[src/rtl/lzd_pkg.sv]
// Shared types and constants for the LZ77 window decoder.
`default_nettype none
package lzd_pkg;

   localparam int OFFSET_W   = 13;
   localparam int LEN_W      = 4;
   localparam int BYTE_W     = 8;
   localparam int HIST_AW    = 12;
   localparam int HIST_DEPTH = 1 << HIST_AW;
   localparam int FILL_W     = HIST_AW + 1;
   localparam int MAX_MATCH  = 15;
   localparam int QUEUE_AW   = 1;
   localparam int QUEUE_DEPTH = 1 << QUEUE_AW;

   typedef struct packed {
      logic [HIST_AW-1:0] back;
      logic [LEN_W-1:0]   copy_len;
      logic [BYTE_W-1:0]  literal;
      logic               bad;
   } cmd_type;

endpackage : lzd_pkg
`default_nettype wire

[src/rtl/lzd_front.sv]
// Front end: accepts triples, classifies them and queues commands for the back end.
`default_nettype none
module lzd_front (
   input  wire logic                             clock,
   input  wire logic                             reset,
   input  wire logic                             req_valid,
   output logic                                  req_stall,
   input  wire logic [lzd_pkg::OFFSET_W-1:0]     req_offset,
   input  wire logic [lzd_pkg::LEN_W-1:0]        req_match_length,
   input  wire logic [lzd_pkg::BYTE_W-1:0]       req_literal,
   output logic                                  head_valid,
   output lzd_pkg::cmd_type                      head,
   input  wire logic                             pop
);
   import lzd_pkg::*;

   cmd_type             queue_ff [QUEUE_DEPTH];
   logic [QUEUE_AW-1:0] wr_ptr_ff, wr_ptr_in;
   logic [QUEUE_AW-1:0] rd_ptr_ff, rd_ptr_in;
   logic [QUEUE_AW:0]   count_ff, count_in;
   logic                push;
   logic [LEN_W-1:0]    len_sat;
   cmd_type             cmd;

   always_comb begin
      if (req_match_length > LEN_W'(MAX_MATCH)) begin
         len_sat = LEN_W'(MAX_MATCH);
      end else begin
         len_sat = req_match_length;
      end
      cmd.back    = req_offset[HIST_AW-1:0];
      cmd.literal = req_literal;
      cmd.bad     = (req_offset == '0) && (len_sat != '0);
      cmd.copy_len = (req_offset == '0) ? '0 : len_sat;
   end

   assign req_stall  = (count_ff == (QUEUE_AW+1)'(QUEUE_DEPTH));
   assign push       = req_valid && !req_stall;
   assign head_valid = (count_ff != '0);
   assign head       = queue_ff[rd_ptr_ff];

   always_comb begin
      wr_ptr_in = wr_ptr_ff;
      rd_ptr_in = rd_ptr_ff;
      count_in  = count_ff;
      if (push) begin
         wr_ptr_in = wr_ptr_ff + 1'b1;
      end
      if (pop) begin
         rd_ptr_in = rd_ptr_ff + 1'b1;
      end
      priority if (push && !pop) begin
         count_in = count_ff + 1'b1;
      end else if (pop && !push) begin
         count_in = count_ff - 1'b1;
      end else begin
         count_in = count_ff;
      end
   end

   always_ff @(posedge clock) begin
      if (reset) begin
         wr_ptr_ff <= '0;
         rd_ptr_ff <= '0;
         count_ff  <= '0;
      end else begin
         wr_ptr_ff <= wr_ptr_in;
         rd_ptr_ff <= rd_ptr_in;
         count_ff  <= count_in;
      end
   end

   always_ff @(posedge clock) begin
      if (push) begin
         queue_ff[wr_ptr_ff] <= cmd;
      end
   end

endmodule : lzd_front
`default_nettype wire

[config.mk]
export PLATFORM = sky130hd
export DESIGN_NAME = lzd_front
export DESIGN_NICKNAME = d
export VERILOG_FILES = /design/src/rtl/lzd_pkg.sv /design/src/rtl/lzd_front.sv
export SDC_FILE = /design/constraint.sdc
export NUM_CORES = 1
export LEC_CHECK = 0
export ABC_AREA = 1
export ABC_CLOCK_PERIOD_IN_PS = 3900
export BUFFER_PORTS_ARGS = -buffer_cell sky130_fd_sc_hd__buf_2
export CELL_PAD_IN_SITES_DETAIL_PLACEMENT = 0
export CELL_PAD_IN_SITES_GLOBAL_PLACEMENT = 1
export CORE_AREA = 2 2 73 75
export DETAILED_ROUTE_END_ITERATION = 10
export DIE_AREA = 0 0 75 77
export PLACE_DENSITY = 0.85
export SKIP_LAST_GASP = 1
export SLEW_MARGIN = 20
export SYNTH_ARGS = -nofsm -noshare
export SYNTH_HDL_FRONTEND = slang
export SYNTH_SLANG_ARGS = --single-unit
[constraint.sdc]
create_clock -name clock -period 3.9 [get_ports clock]
set_input_delay 0.585 -clock clock [delete_from_list [all_inputs] [get_ports clock]]
set_output_delay 0.585 -clock clock [all_outputs]
set_load 0.1 [all_outputs]
==> out/metrics.yaml, run 1 <==
rr_startpoint: "count_ff[1]"
io_buffers: 55
status: "finished, final reports clean"
cts_tree: "yes"
drtAntennaViolNets: 0
clockBufferDepth: 2
fin_nets: 227
synth.top_cell.area_share_pct: 67.04
synth_seq_area_share_pct: 71.51
place.gp.congestion: 0.6943
coreArea_mm2: 0.004977
cts.clk_slew.worst_paths_ps: 90
critPathSlowestCell: "dfxtp_1"
start_util_pct: 45.00
grt_max_degree: 17
synthCells: 135
clkLatencyLatePin_ps: 300
rsz0062_at_grt: "false"
cp_num_buf_inv: 2
antenna_found_initial: 0
setup_viol: 0
grt_pass1_vias: 1221
hold_slack_ps: 465.7
start_kind: "flop"
drt-vias-per-instance: 4.552
cts.sinks: 55
fmax_mhz: 386.9
vias: 1220
period_minus_slack_ps: 2585
final_cell_mix: "buf_2, edfxtp_1, mux2_4"
powerDensity_mw_per_mm2: 571.0
layout_commonest_cell: "buf_2"
wl_per_cell_um: 13.03
drv_slew: 0
r2r_setup_slack_ps: 2290
grt.total_usage_pct: 12.91
vdd_ir_drop_max_mv: 0.3237
dp.final_hpwl_mm: 2.580
pin_count: 56
maxCapViolations: 0
crit_path_end_kind: "primary output"
worstPathArrival_ps: 2000
reg2reg_depth: 4
ctsResizeCount: 0
rows: 26
max_slew.worst_pin.slew_ps: 511.0
tns_ps: 0
fillCellCount: 426
required_ps: 3310
avgSynthCellArea_um2: 16.59
ys_types: 17
synth.top_cells.by_area: "edfxtp_1, mux2_4, dfxtp_1"
grt_first_pass_wirelength_mm: 5.520
fp.dieW_um: 75
dr.first_iter.drc_count: 75
post_cts_buffers: 0
diodes: 0
drt_wl_total_mm: 3.491
htree_levels: 2
hold_end: "rd_ptr_ff"
post_route_cells_drive_above_1_share_pct: 46.46
cts-root-buf: "clkbuf_8"
dieHeight_um: 77
synth_fp_nets: 165
hp-start: "reset"
ys_ff_latch: 55
first_pass_iters: 4
cp_cell_sequence: "buf_4, mux2_2, buf_2"
area_growth_pct: 19.89
worstSetupPathType: "flop to primary output"
worstPathMaxFanout: 16
yosys_warnings: 0
slowest_delay_ps: 650
syn_area_mm2: 0.002240
relSlewSlack_pct: 65.90
multiInputGateArea_um2: 546.8
cts_buffers: 5
cellLeakagePower_nw: 1.100
synth_top_area_cell: "edfxtp_1"
r2r_end: "queue_ff[0][24]"
register_area_mm2: 0.001602
fin_skew_ps: 7.199
dieArea_mm2: 0.005775
holdCritPathClass: "input port to flop"
drc: 0
final.period_utilization_pct: 66.28
holdPathStages: 2
finalHoldViolations: 0
hold_buffers: 0
overflow: 0
crit_family: "buffers and inverters"
==> per-stage QoR <==
step	std cells	utilization, %	cell area, um^2	total power, mW	setup WS (ps)
after floorplan	135	-	2240	1.134	1683
after global placement	260	51.81	2579	1.192	1630
after detailed placement	260	51.81	2579	1.197	1624
after CTS	268	53.95	2685	1.552	1284
after global routing	268	53.95	2685	1.597	1186
final	268	53.95	2685	1.533	1315
==> cells by family (layout without fill, tap and decap cells) <==
group / Yosys count / in the layout / synth area share (%)
muxes: 25 / 25 / 15.92
and+or+nand+nor: 30 / 30 / 5.251
AOI/OAI and AO/OA: 8 / 8 / 2.067
DFF: 55 / 55 / 71.51
adders and majority gates: 1 / 1 / 0.5586
xor gates and xnor gates: 1 / 1 / 0.3911
buffers and inverters: 15 / 78 / 4.302
==> state kept, by name, indices dropped and copies added (netlist names), named ones only <==
| register | count |
|---|---|
| count_ff | 2 |
| queue_ff | 50 |
| rd_ptr_ff | 1 |
| wr_ptr_ff | 1 |
==> worst max-delay path by stage <==
stage                      startpoint        end  slack, ps  depth (start not counted)
after floorplan           count_ff[1]  req_stall       1680                          2
after global placement           flop   head[11]       1630                          3
after detailed placement         flop   head[11]       1620                          3
after CTS                        flop   head[11]       1280                          3
after global routing             flop   head[11]       1190                          3
final                            flop   head[11]       1320                          3
==> metal layers <==
layer,GRT usage (%),part of all wire (%),vias to the layer above,wire [um]
li1,-,-,602,-
met1,15.42,42,566,1457
met2,20.96,48,47,1677
met3,4.336,8.5,5,295
met4,5.357,1.7,0,60
met5,0,0,-,0
==> Yosys cell counts <==
library cell,instances
a21oi_1,4
buf_12,2
o21ai_2,1
nand2_1,9
buf_6,1
o21ai_0,2
mux2_4,20
nor2_1,18
mux2_2,5
a21boi_0,1
dfxtp_1,5
inv_1,12
nand4_1,1
nand3_1,2
ha_1,1
edfxtp_1,50
xnor2_1,1
==> power breakdown <==
| group | internal (mW) | switching [mW] | total [mW] |
|---|---|---|---|
| Clock | 0.192 | 0.162 | 0.354 |
| Combinational | 0.0992 | 0.364 | 0.463 |
| Sequential | 0.698 | 0.0179 | 0.716 |
| Total | 0.990 | 0.544 | 1.53 |
==> layout make-up <==
class	count	area share (%)
flip-flops and latches	55	59.65
clock inverters	1	1.118
multi-input cells	65	20.36
inverters	12	1.678
well taps	70	3.262
repair buffers	58	11.09
clock buffers	7	2.842
Note: power is estimated with default switching activity, not from simulation.
==> run 2: changes to the inputs <==
ABC_CLOCK_PERIOD_IN_PS = 2300   (was 3900)
CORE_AREA = 2 2 79 81   (was 2 2 73 75)
DIE_AREA = 0 0 81 83   (was 0 0 75 77)
PLACE_DENSITY = 0.77   (was 0.85)
clock period = 2.3 ns   (was 3.9 ns; I/O delays follow)
==> out/metrics.yaml, run 2 (synthesized netlist as in run 1, its figures left out) <==
cellLeakagePower_nw: 1.234
regMostFlops: "queue_ff"
worstSetupPathType: "flop to primary output"
drtAntennaViolNets: 0
htree_levels: 2
holdCritPathClass: "input port to flop"
wl_per_cell_um: 12.89
hold_buffers: 0
worstPathArrival_ps: 1580
grt_max_degree: 26
worst_slack_ps: 371.2
sequentialPowerShare_pct: 44.8
powerDensity_mw_per_mm2: 882.1
rows: 28
final.period_utilization_pct: 83.86
required_ps: 1960
layout_commonest_cell: "edfxtp_1"
post_route_cells_drive_above_1_share_pct: 46.50
p_sw_share_pct: 35.23
crit_path_end_kind: "primary output"
tns_ps: 0
cts.sinks: 55
clkLatencyLatePin_ps: 290
dieHeight_um: 83
fin_cells: 275
max_slew.worst_pin.slew_ps: 483.5
status: "finished, final reports clean"
fmax_mhz: 518.5
relSlewSlack_pct: 67.99
place.gp.congestion: 0.6885
overflow: 0
p_total_mw: 2.695
final_cell_mix: "edfxtp_1, buf_2, buf_12"
fin_nets: 229
drt_wl_total_mm: 3.545
setup_viol: 0
start_util_pct: 38.51
fin_util_pct: 52.54
clockBufferDepth: 2
drt-vias-per-instance: 4.367
dr.first_iter.drc_count: 70
fin_skew_ps: 4.437
dp.cells: 267
vias: 1201
largest_reg_flops: 50
drc: 0
drv_slew: 0
internal_power_mw: 1.746
worstPathMaxFanout: 25
cts-root-buf: "clkbuf_8"
antenna_found_initial: 0
grt.total_usage_pct: 11.27
maxCapViolations: 0
largestRegisters: "queue_ff: 50 flops, count_ff: 2 flops"
post_cts_buffers: 0
diodes: 0
dp_slack_ps: 678.3
finalHoldViolations: 0
rsz0062_at_grt: "false"
grt_pass1_vias: 1190
period_minus_slack_ps: 1929
first_pass_iters: 4
pin_count: 56
grt_first_pass_wirelength_mm: 5.575
io_buffers: 55
p_switching_mw: 0.9495
coreArea_mm2: 0.005816
area_growth_pct: 36.42
dieArea_mm2: 0.006723
start_kind: "flop"
combPwrFrac_pct: 37.5
ctsResizeCount: 0
cts.clk_slew.worst_paths_ps: 80
dp.final_hpwl_mm: 2.701
vdd_ir_drop_max_mv: 0.3254
clock_power_share_pct: 17.7
cts_tree: "yes"
fp.dieW_um: 81
cts_buffers: 5
run 2: changes by cell type in the layout (fill, tap and decap cells not counted):
cell | before | now
buf_4 | 3 | 5
buf_2 | 55 | 30
clkbuf_1 | 2 | 1
buf_12 | 0 | 25
bufinv_16 | 1 | 0
clkinv_1 | 0 | 2
run 2: worst max-delay path: stages, from the launching register on:
cell,delay [ps]
dfxtp_1,310
buf_4,370
mux2_2,430
buf_12,170
run 2: final timing paths:
| check | startpoint | to | slack [ps] | cells past startpoint |
|---|---|---|---|---|
| min | reset | flop | 230 | 2 |
| max reg2reg | count_ff[1] | count_ff[1] | 890 | 9 |
| max | flop | head[11] | 370 | 3 |
| min reg2reg | wr_ptr_ff | wr_ptr_ff | 510 | 2 |
run 2: area by class of cell:
class	count	area, um^2
multi-input cells	65	546.8
well taps	75	93.84
clock buffers	6	72.57
fillers	499	2760
clock inverters	2	7.507
repair buffers	60	688.2
flip-flops and latches	55	1602
inverters	12	45.04
run 2: stage by stage:
| step | instance area (um^2) | hold WS, ps |
|---|---|---|
| after floorplan | 2240 | 417.4 |
| after global placement | 2975 | 494.1 |
| after detailed placement | 2975 | 504.8 |
| after CTS | 3055 | 207.6 |
| after global routing | 3055 | 207.4 |
| final | 3055 | 225.5 |
run 2: power groups by stage:
stage	Clock, mW	Combinational, mW	Sequential, mW
after floorplan	0	0.696	1.23
after global placement	0	1.01	1.23
after detailed placement	0	1.02	1.23
after CTS	0.501	1.02	1.21
after global routing	0.548	1.05	1.21
final	0.477	1.01	1.21
run 2: routing by layer:
metal  share of wire [%]  vias up  wire length, um  GRT usage [%]
met5                   0        -                0              0
met4                 1.9        0               68          4.622
met3                 6.8        5              240          3.478
met2                  51       42             1794          18.93
met1                  41      549             1441          13.17
li1                    -      605                -              -
